## src/rtl/stwa_pkg.sv

```systemverilog
// ----------------------------------------------------------------------------
// stwa_pkg: shared types and codes for the sighting table
// Entry layout, item codes, result status codes, register indexes and the
// controller state type.
// ----------------------------------------------------------------------------
`default_nettype none

package stwa_pkg;

  localparam int TABLE_DEPTH_DEF = 16;

  localparam int ADDR_W = 48;
  localparam int KIND_W = 3;
  localparam int DBM_W  = 8;
  localparam int CNT_W  = 16;
  localparam int TIME_W = 32;

  localparam logic [CNT_W-1:0] SIGHT_MAX = '1;

  // register reset values
  localparam logic [15:0] FOLLOW_COUNT_RST = 16'd3;
  localparam logic [31:0] FOLLOW_SPAN_RST  = 32'd300000;
  localparam logic [31:0] STALE_LIMIT_RST  = 32'd120000;

  typedef enum logic [1:0] {
    CFG_FOLLOW_COUNT = 2'd0,
    CFG_FOLLOW_SPAN  = 2'd1,
    CFG_STALE_LIMIT  = 2'd2
  } cfg_index_t;

  typedef enum logic [1:0] {
    FN_OBSERVE = 2'd0,
    FN_SWEEP   = 2'd1,
    FN_CLEAR   = 2'd2,
    FN_READ    = 2'd3
  } func_t;

  typedef enum logic [2:0] {
    STS_UPDATED  = 3'd0,
    STS_INSERTED = 3'd1,
    STS_DROPPED  = 3'd2,
    STS_IGNORED  = 3'd3,
    STS_SWEPT    = 3'd4,
    STS_CLEARED  = 3'd5,
    STS_READ_OK  = 3'd6,
    STS_READ_OOR = 3'd7
  } status_t;

  typedef enum logic [1:0] {
    ST_IDLE,
    ST_SCAN,
    ST_RD_DATA,
    ST_EMIT
  } state_t;

  typedef struct packed {
    logic [ADDR_W-1:0]       addr;
    logic [KIND_W-1:0]       kind;
    logic signed [DBM_W-1:0] dbm;
    logic [CNT_W-1:0]        sightings;
    logic [TIME_W-1:0]       first_seen;
    logic [TIME_W-1:0]       last_seen;
    logic                    flag;
  } entry_t;

  typedef struct packed {
    status_t                 status;
    logic [3:0]              slot;
    logic [4:0]              occupancy;
    logic [4:0]              alerts;
    logic [ADDR_W-1:0]       addr;
    logic [KIND_W-1:0]       kind;
    logic signed [DBM_W-1:0] dbm;
    logic [CNT_W-1:0]        sightings;
    logic                    flagged;
    logic [TIME_W-1:0]       span;
  } result_t;

  // Build a result item; entry fields are zero when no entry is touched.
  function automatic result_t make_result(status_t st, logic [3:0] slot,
                                          logic [4:0] occ, logic [4:0] alr,
                                          entry_t e, logic has_entry);
    result_t r;
    r.status    = st;
    r.slot      = slot;
    r.occupancy = occ;
    r.alerts    = alr;
    if (has_entry) begin
      r.addr      = e.addr;
      r.kind      = e.kind;
      r.dbm       = e.dbm;
      r.sightings = e.sightings;
      r.flagged   = e.flag;
      r.span      = e.last_seen - e.first_seen;
    end else begin
      r.addr      = '0;
      r.kind      = '0;
      r.dbm       = '0;
      r.sightings = '0;
      r.flagged   = 1'b0;
      r.span      = '0;
    end
    return r;
  endfunction

endpackage

`default_nettype wire

```

## src/rtl/sighting_table_with_aging.sv

```systemverilog
// ----------------------------------------------------------------------------
// sighting_table_with_aging: device sighting table with follow flags and aging
// Observe, sweep, clear and read items against a table of device entries.
// ----------------------------------------------------------------------------
// One item is worked at a time and gives one result item. The entries live in
// a single memory with one write and one registered read port; observe and
// sweep walk the occupied entries one per cycle through that read port. An
// observe that matches an entry stops its walk at that slot; an observe with
// device kind zero is ignored without a walk. The input is ready again in the
// cycle after the result is loaded. A result waits in the output register
// while the next item is taken in; a result that cannot be loaded because
// the previous one is still held stalls the input. Sweep flags and prunes
// in the same pass, compacting kept entries toward slot 0.
`default_nettype none

module sighting_table_with_aging #(
  parameter int TABLE_DEPTH = stwa_pkg::TABLE_DEPTH_DEF
) (
  input  wire logic         clk,
  input  wire logic         rst,
  // configuration
  input  wire logic         cfg_valid,
  output logic              cfg_ready,
  input  wire logic [1:0]   cfg_index,
  input  wire logic [31:0]  cfg_data,
  // input items
  input  wire logic         s_tvalid,
  output logic              s_tready,
  // device_addr[47:0], device_kind[50:48], signal_dbm[58:51], now_ms[90:59],
  // read_slot[94:91], zero pad[95]
  input  wire logic [95:0]  s_tdata,
  // func[1:0]
  input  wire logic [1:0]   s_tuser,
  // result items
  output logic              m_tvalid,
  input  wire logic         m_tready,
  // slot[3:0], occupancy[8:4], alerts[13:9], out_addr[61:14], out_kind[64:62],
  // out_dbm[72:65], out_sightings[88:73], out_flagged[89],
  // out_span_ms[121:90], zero pad[127:122]
  output logic [127:0]      m_tdata,
  // status[2:0]
  output logic [2:0]        m_tuser
);

  localparam int IDX_W = (TABLE_DEPTH > 1) ? $clog2(TABLE_DEPTH) : 1;
  localparam int CNT_W = $clog2(TABLE_DEPTH + 1);
  localparam logic [CNT_W-1:0] DEPTH_C = CNT_W'(TABLE_DEPTH);
  localparam logic [CNT_W-1:0] ONE_C   = CNT_W'(1);

  // input fields
  logic [47:0]       in_addr;
  logic [2:0]        in_kind;
  logic signed [7:0] in_dbm;
  logic [31:0]       in_now;
  logic [3:0]        in_slot;
  logic              s_accept;

  assign in_addr  = s_tdata[47:0];
  assign in_kind  = s_tdata[50:48];
  assign in_dbm   = s_tdata[58:51];
  assign in_now   = s_tdata[90:59];
  assign in_slot  = s_tdata[94:91];
  assign s_accept = s_tvalid && s_tready;

  // registers
  stwa_pkg::state_t   state, state_next;
  stwa_pkg::func_t    op, op_next;
  logic [47:0]        addr_q, addr_q_next;
  logic [2:0]         kind_q, kind_q_next;
  logic signed [7:0]  dbm_q, dbm_q_next;
  logic [31:0]        now_q, now_q_next;
  logic [3:0]         rslot_q, rslot_q_next;
  logic [CNT_W-1:0]   total, total_next;
  logic [CNT_W-1:0]   alert_cnt, alert_cnt_next;
  logic [CNT_W-1:0]   scan_idx, scan_idx_next;
  logic               pend, pend_next;
  logic [IDX_W-1:0]   pidx, pidx_next;
  logic [CNT_W-1:0]   keep, keep_next;
  logic [CNT_W-1:0]   count, count_next;
  stwa_pkg::result_t  res, res_next;
  stwa_pkg::result_t  out_q;
  logic               out_valid;
  logic [15:0]        thr_count;
  logic [31:0]        thr_span;
  logic [31:0]        stale_limit;

  // memory port
  logic               mem_we;
  logic [IDX_W-1:0]   mem_waddr;
  stwa_pkg::entry_t   mem_wdata;
  logic [IDX_W-1:0]   mem_raddr;
  stwa_pkg::entry_t   ent;

  stwa_table_mem #(
    .TABLE_DEPTH(TABLE_DEPTH)
  ) u_mem (
    .clk  (clk),
    .we   (mem_we),
    .waddr(mem_waddr),
    .wdata(mem_wdata),
    .raddr(mem_raddr),
    .rdata(ent)
  );

  // shared decode
  logic        out_free;
  logic        rd_in_range;
  logic        more;
  logic        scan_done;
  logic        match;
  logic [31:0] ent_span;
  logic [31:0] ent_age;
  logic        ent_hit;
  logic        ent_keep;

  assign out_free    = !out_valid || m_tready;
  assign rd_in_range = 32'(in_slot) < 32'(total);
  assign more        = scan_idx < total;
  assign scan_done   = !pend && !more;
  assign match       = pend && (ent.addr == addr_q);
  assign ent_span    = ent.last_seen - ent.first_seen;
  assign ent_age     = now_q - ent.last_seen;
  assign ent_hit     = (ent.sightings >= thr_count) && (ent_span >= thr_span);
  assign ent_keep    = ent_age <= stale_limit;

  assign s_tready  = (state == stwa_pkg::ST_IDLE);
  assign cfg_ready = 1'b1;

  // next state
  always_comb begin
    state_next = state;
    case (state)
      stwa_pkg::ST_IDLE: begin
        if (s_accept) begin
          case (stwa_pkg::func_t'(s_tuser))
            stwa_pkg::FN_OBSERVE: begin
              state_next = (in_kind == '0) ? stwa_pkg::ST_EMIT : stwa_pkg::ST_SCAN;
            end
            stwa_pkg::FN_SWEEP: state_next = stwa_pkg::ST_SCAN;
            stwa_pkg::FN_CLEAR: state_next = stwa_pkg::ST_EMIT;
            stwa_pkg::FN_READ: begin
              state_next = rd_in_range ? stwa_pkg::ST_RD_DATA : stwa_pkg::ST_EMIT;
            end
            default: state_next = stwa_pkg::ST_EMIT;
          endcase
        end
      end
      stwa_pkg::ST_SCAN: begin
        if ((op == stwa_pkg::FN_OBSERVE && match) || scan_done) begin
          state_next = stwa_pkg::ST_EMIT;
        end
      end
      stwa_pkg::ST_RD_DATA: state_next = stwa_pkg::ST_EMIT;
      stwa_pkg::ST_EMIT: begin
        if (out_free) begin
          state_next = stwa_pkg::ST_IDLE;
        end
      end
      default: state_next = stwa_pkg::ST_IDLE;
    endcase
  end

  // datapath and memory control
  always_comb begin
    stwa_pkg::entry_t e_new;

    op_next        = op;
    addr_q_next    = addr_q;
    kind_q_next    = kind_q;
    dbm_q_next     = dbm_q;
    now_q_next     = now_q;
    rslot_q_next   = rslot_q;
    total_next     = total;
    alert_cnt_next = alert_cnt;
    scan_idx_next  = scan_idx;
    pend_next      = pend;
    pidx_next      = pidx;
    keep_next      = keep;
    count_next     = count;
    res_next       = res;
    mem_we         = 1'b0;
    mem_waddr      = pidx;
    mem_wdata      = ent;
    mem_raddr      = scan_idx[IDX_W-1:0];
    e_new          = ent;

    case (state)
      stwa_pkg::ST_IDLE: begin
        mem_raddr = IDX_W'(in_slot);
        if (s_accept) begin
          op_next       = stwa_pkg::func_t'(s_tuser);
          addr_q_next   = in_addr;
          kind_q_next   = in_kind;
          dbm_q_next    = in_dbm;
          now_q_next    = in_now;
          rslot_q_next  = in_slot;
          scan_idx_next = '0;
          pend_next     = 1'b0;
          keep_next     = '0;
          count_next    = '0;
          case (stwa_pkg::func_t'(s_tuser))
            stwa_pkg::FN_OBSERVE: begin
              res_next = stwa_pkg::make_result(stwa_pkg::STS_IGNORED, 4'd0,
                                               5'(total), 5'(alert_cnt), ent, 1'b0);
            end
            stwa_pkg::FN_CLEAR: begin
              total_next     = '0;
              alert_cnt_next = '0;
              res_next = stwa_pkg::make_result(stwa_pkg::STS_CLEARED, 4'd0,
                                               5'd0, 5'd0, ent, 1'b0);
            end
            stwa_pkg::FN_READ: begin
              res_next = stwa_pkg::make_result(stwa_pkg::STS_READ_OOR, in_slot,
                                               5'(total), 5'(alert_cnt), ent, 1'b0);
            end
            default: ;
          endcase
        end
      end

      stwa_pkg::ST_SCAN: begin
        // issue the next read
        if (more) begin
          pend_next     = 1'b1;
          pidx_next     = scan_idx[IDX_W-1:0];
          scan_idx_next = scan_idx + ONE_C;
        end else begin
          pend_next = 1'b0;
        end

        if (op == stwa_pkg::FN_OBSERVE) begin
          if (match) begin
            e_new.dbm       = dbm_q;
            e_new.last_seen = now_q;
            if (ent.sightings != stwa_pkg::SIGHT_MAX) begin
              e_new.sightings = ent.sightings + 16'd1;
            end
            mem_we    = 1'b1;
            mem_waddr = pidx;
            mem_wdata = e_new;
            res_next  = stwa_pkg::make_result(stwa_pkg::STS_UPDATED, 4'(pidx),
                                              5'(total), 5'(alert_cnt), e_new, 1'b1);
          end else if (scan_done) begin
            if (total < DEPTH_C) begin
              e_new.addr       = addr_q;
              e_new.kind       = kind_q;
              e_new.dbm        = dbm_q;
              e_new.sightings  = 16'd1;
              e_new.first_seen = now_q;
              e_new.last_seen  = now_q;
              e_new.flag       = 1'b0;
              mem_we     = 1'b1;
              mem_waddr  = total[IDX_W-1:0];
              mem_wdata  = e_new;
              total_next = total + ONE_C;
              res_next   = stwa_pkg::make_result(stwa_pkg::STS_INSERTED, 4'(total),
                                                 5'(total + ONE_C), 5'(alert_cnt),
                                                 e_new, 1'b1);
            end else begin
              res_next = stwa_pkg::make_result(stwa_pkg::STS_DROPPED, 4'd0,
                                               5'(total), 5'(alert_cnt), ent, 1'b0);
            end
          end
        end else begin
          // sweep: flag, count, and compact kept entries in one pass
          if (pend) begin
            if (ent_hit) begin
              count_next = count + ONE_C;
            end
            if (ent_keep) begin
              e_new.flag = ent.flag | ent_hit;
              mem_we     = 1'b1;
              mem_waddr  = keep[IDX_W-1:0];
              mem_wdata  = e_new;
              keep_next  = keep + ONE_C;
            end
          end else if (scan_done) begin
            total_next     = keep;
            alert_cnt_next = count;
            res_next = stwa_pkg::make_result(stwa_pkg::STS_SWEPT, 4'd0,
                                             5'(keep), 5'(count), ent, 1'b0);
          end
        end
      end

      stwa_pkg::ST_RD_DATA: begin
        res_next = stwa_pkg::make_result(stwa_pkg::STS_READ_OK, rslot_q,
                                         5'(total), 5'(alert_cnt), ent, 1'b1);
      end

      default: ;
    endcase
  end

  // control registers
  always_ff @(posedge clk) begin
    if (rst) begin
      state     <= stwa_pkg::ST_IDLE;
      total     <= '0;
      alert_cnt <= '0;
      pend      <= 1'b0;
      out_valid <= 1'b0;
    end else begin
      state     <= state_next;
      total     <= total_next;
      alert_cnt <= alert_cnt_next;
      pend      <= pend_next;
      if (state == stwa_pkg::ST_EMIT && out_free) begin
        out_valid <= 1'b1;
      end else if (m_tready) begin
        out_valid <= 1'b0;
      end
    end
  end

  // configuration registers
  always_ff @(posedge clk) begin
    if (rst) begin
      thr_count   <= stwa_pkg::FOLLOW_COUNT_RST;
      thr_span    <= stwa_pkg::FOLLOW_SPAN_RST;
      stale_limit <= stwa_pkg::STALE_LIMIT_RST;
    end else if (cfg_valid && cfg_ready) begin
      case (stwa_pkg::cfg_index_t'(cfg_index))
        stwa_pkg::CFG_FOLLOW_COUNT: thr_count   <= cfg_data[15:0];
        stwa_pkg::CFG_FOLLOW_SPAN:  thr_span    <= cfg_data;
        stwa_pkg::CFG_STALE_LIMIT:  stale_limit <= cfg_data;
        default: ;
      endcase
    end
  end

  // payload registers
  always_ff @(posedge clk) begin
    op       <= op_next;
    addr_q   <= addr_q_next;
    kind_q   <= kind_q_next;
    dbm_q    <= dbm_q_next;
    now_q    <= now_q_next;
    rslot_q  <= rslot_q_next;
    scan_idx <= scan_idx_next;
    pidx     <= pidx_next;
    keep     <= keep_next;
    count    <= count_next;
    res      <= res_next;
    if (state == stwa_pkg::ST_EMIT && out_free) begin
      out_q <= res;
    end
  end

  assign m_tvalid = out_valid;
  assign m_tuser  = out_q.status;
  assign m_tdata  = {6'd0, out_q.span, out_q.flagged, out_q.sightings, out_q.dbm,
                     out_q.kind, out_q.addr, out_q.alerts, out_q.occupancy,
                     out_q.slot};

endmodule

`default_nettype wire

```

## src/rtl/stwa_table_mem.sv

```systemverilog
// ----------------------------------------------------------------------------
// stwa_table_mem: entry storage
// One write port and one read port, read data registered.
// ----------------------------------------------------------------------------
`default_nettype none

module stwa_table_mem #(
  parameter int TABLE_DEPTH = stwa_pkg::TABLE_DEPTH_DEF,
  localparam int IDX_W = (TABLE_DEPTH > 1) ? $clog2(TABLE_DEPTH) : 1
) (
  input  wire logic               clk,
  input  wire logic               we,
  input  wire logic [IDX_W-1:0]   waddr,
  input  wire stwa_pkg::entry_t   wdata,
  input  wire logic [IDX_W-1:0]   raddr,
  output stwa_pkg::entry_t        rdata
);

  stwa_pkg::entry_t mem [TABLE_DEPTH];

  always_ff @(posedge clk) begin
    if (we) begin
      mem[waddr] <= wdata;
    end
  end

  always_ff @(posedge clk) begin
    rdata <= mem[raddr];
  end

endmodule

`default_nettype wire
```

## config.mk

```make
export PLATFORM = sky130hd
export DESIGN_NAME = sighting_table_with_aging
export DESIGN_NICKNAME = d
export VERILOG_FILES = /design/src/rtl/stwa_pkg.sv /design/src/rtl/sighting_table_with_aging.sv /design/src/rtl/stwa_table_mem.sv
export SDC_FILE = /design/constraint.sdc
export NUM_CORES = 2
export LEC_CHECK = 0
export BUFFER_PORTS_ARGS = -buffer_cell sky130_fd_sc_hd__buf_4
export CAP_MARGIN = 10
export CORE_MARGIN = 2
export CORE_UTILIZATION = 35
export DETAILED_ROUTE_END_ITERATION = 12
export PLACE_DENSITY = 0.48
export SLEW_MARGIN = 15
export SYNTH_ARGS = -nofsm -noshare
export SYNTH_HDL_FRONTEND = slang
export SYNTH_SLANG_ARGS = --single-unit
```

## constraint.sdc

```tcl
create_clock -name clk -period 14.23 [get_ports clk]
set_input_delay 0.7115 -clock clk [delete_from_list [all_inputs] [get_ports clk]]
set_output_delay 0.7115 -clock clk [all_outputs]
set_load 0.02 [all_outputs]
```

==> impl_metrics.tcl <==
set metrics [dict create \
    synth.top_cell.area_share_pct 68.8 \
    drv_cap 0 \
    syn_inst 6475 \
    slew_headroom_pct 16.1 \
    place_hpwl_um 180000 \
    firstDrtPassIters 6 \
    leakage_nw 43.7 \
    startpoint_type "flop" \
    grt_start_max_net_pins 110 \
    clock_latency_ns 0.92 \
    drtIter0Drc 5599 \
    grt_pass1_vias 63121 \
    globalplace.congestion 0.855 \
    cp_num_buf_inv 2 \
    required_ns 14.72 \
    holdWs_ns 0.0585 \
    drt_wl_total_um 322000 \
    cts_setup_buffers 0 \
    synth.most_common_cell "edfxtp_1" \
    rsz0062_at_grt "no" \
    nets 7294 \
    synth_edf_count 2606 \
    min_path_type "in -> reg" \
    synthArstFlopShare_pct 0 \
    outcome "finished, final reports clean" \
    start_util_pct 35.1 \
    dieWidth_um 574 \
    io_pins 271 \
    post_synth.cell_area_avg_um2 17.6 \
    num_vias 61401 \
    drc_errors 0 \
    clock_path_buffers 4 \
    ys_types 86 \
    fp-row-count 209 \
    hold_viol_final 0 \
    die_area_um2 330000 \
    overflow 0 \
    yosys_warnings 0 \
    design_area_um2 133000 \
    layout-drive-gt1-share_pct 21.0 \
    synth_commonest_cells "2606 x edfxtp_1, 717 x nand2_1, 560 x mux4_2" \
    syn2layout_area_growth_pct 16.5 \
    cp_top_family "compound AO/OA/AOI/OAI gates" \
    powerDensity_nw_per_um2 223 \
    routed_via_density 5.31 \
    postRouteAntennaNets 0 \
    placed_cell_area_um2 121000 \
    cp-end-kind "flop" \
    cts_tree "yes" \
    tightest_slew_ns 1.25 \
    ys_seq_elements 2840 \
    power.total_mw 29.5 \
    clock-skew-final_ns 0.0705 \
    critPathMostFrequentCell "o211ai_1" \
    numCtsBuffers 316 \
    gr-usage-all-layers_pct 19.2 \
    max_stage_delay_ns 0.84 \
    fin_ws_ns 5.66 \
    avgRoutedWirePerCell_um 27.9 \
    dp_slack_ns 5.77 \
    slew_violations 0 \
    ys_seq_area_share_pct 72.9 \
    ys.flop_type "edfxtp_1" \
    synth_top_area_cell "edfxtp_1" \
    ir_drop_mv 0.204 \
    grt_pass1_wl_um 462000 \
    worst-setup-path-type "reg -> reg" \
    crit_arrival_ns 9.06 \
    tns_ns 0 \
    period_share_pct 60.2 \
    clockRootBuffer "clkbuf_16" \
    clkTransAtPathRegs_ns 0.06 \
    core_area_um2 324000 \
    max_freq_mhz 117 \
    die_h_um 574 \
    htreeDepth 5 \
    cts.sinks 2840 \
    min_period_ns 8.57 \
    setup_violations 0 \
    crit_slowest_cell "a211oi_1" \
    synth_area_leaders "edfxtp_1 69%, mux4_2 11%, dfxtp_1 4.1%, nand2_1 2.4%, ha_1 2.1%" \
    post_cts_resize_count 0 \
    crit_fanout 102 \
    cp_cell_sequence "ha_1 > and3_1 > and2_1 > nand3_1 > a211oi_1 > o211ai_1 > o22ai_1 > o211ai_1 > nand2_1 > xor2_1 > ha_1 > a21o_1 > a21o_1 > a21oi_1 > o21ai_0 > a211oi_2 > o21a_1 > o211ai_1 > or2_1 > nor2_4 > buf_12 > buf_4" \
    port_buffers 262 \
    syn-cell-area_um2 114000 \
    antenna_found_initial 15 \
]
where the power goes:
| part | switching (mW) | internal, mW | leakage, nW |
|---|---|---|---|
| clock | 3.38 | 4.67 | 4.96 |
| combinational | 6.26 | 3.63 | 13.2 |
| sequential | 0.485 | 11.1 | 25.6 |
| total | 10.1 | 19.4 | 43.7 |
flip-flops by register name (all words and copies together) (netlist names), 4 cells and up:
register / cells
dbm_q: 8
keep: 5
thr_span: 32
pidx: 4
rslot_q: 4
addr_q: 48
thr_count: 16
u_mem.mem: 2240
u_mem.rdata: 140
alert_cnt: 5
scan_idx: 5
total: 5
stale_limit: 32
m_tdata: 122
now_q: 32
count: 5
res: 125
layout by cell type, fill, tap and decap left out, types with 57 or more instances in the layout:
master	instances
edfxtp_1	2606
nand2_1	716
mux4_2	560
buf_4	369
clkbuf_16	322
dfxtp_1	234
ha_1	190
a21oi_1	186
inv_1	178
and2_1	167
a31oi_1	157
a211oi_1	147
nor2_1	115
o21ai_0	111
xnor2_1	88
dlygate4sd3_1	87
clkbuf_1	77
a21o_1	69
a22o_1	57
layout make-up:
class / count / area (um^2)
inverter: 180 / 676
multi-input combinational: 3144 / 29200
fill: 29367 / 191000
clock inverter: 168 / 1630
clock buffer: 415 / 8570
timing repair buffer: 480 / 4120
sequential: 2840 / 82900
tap: 4325 / 5410
antenna: 9 / 22.5
cell families after synthesis:
kind of cell | after synthesis | synth area share [%]
muxes | 609 | 11.6
adders and majority gates | 195 | 2.16
and+or+nand+nor | 1274 | 5.17
DFF | 2840 | 72.9
buffers and inverters | 496 | 1.75
AOI/OAI and AO/OA | 919 | 5.38
other | 2 | 0.00660
xor gates and xnor gates | 140 | 1.08
routing by layer:
metal | wire length (um) | track usage, % | vias up
met1 | 146000 | 27.3 | 32791
met2 | 153000 | 31.3 | 1641
met4 | 6590 | 4.38 | 2
met5 | 13 | 0 | -
li1 | - | - | 26577
met3 | 16300 | 2.71 | 390
timing repair:
item                                    in CTS  in global routing
hold buffers                                87                  0
endpoints found under the setup margin       0                  0
hold endpoints to repair                    88                  0
through the flow:
step                      utilization, %  std cells
after detailed placement            37.5      10882
final                               40.9      11561
after global placement              37.5      10882
after floorplan                        -       6480
after CTS                           40.9      11552
after global routing                40.9      11557
final timing paths:
kind / cells past startpoint / from / to / slack (ns)
hold reg to reg: 0 / res[102] / m_tdata[56] / 0.41
setup reg to reg: 22 / now_q[16] / u_mem.mem[9][130] / 5.66
setup / recovery: 22 / now_q[16] / u_mem.mem[9][130] / 5.66
hold / removal: 1 / s_tdata[88] / now_q[29] / 0.06
(Power assumes the default switching activity.)
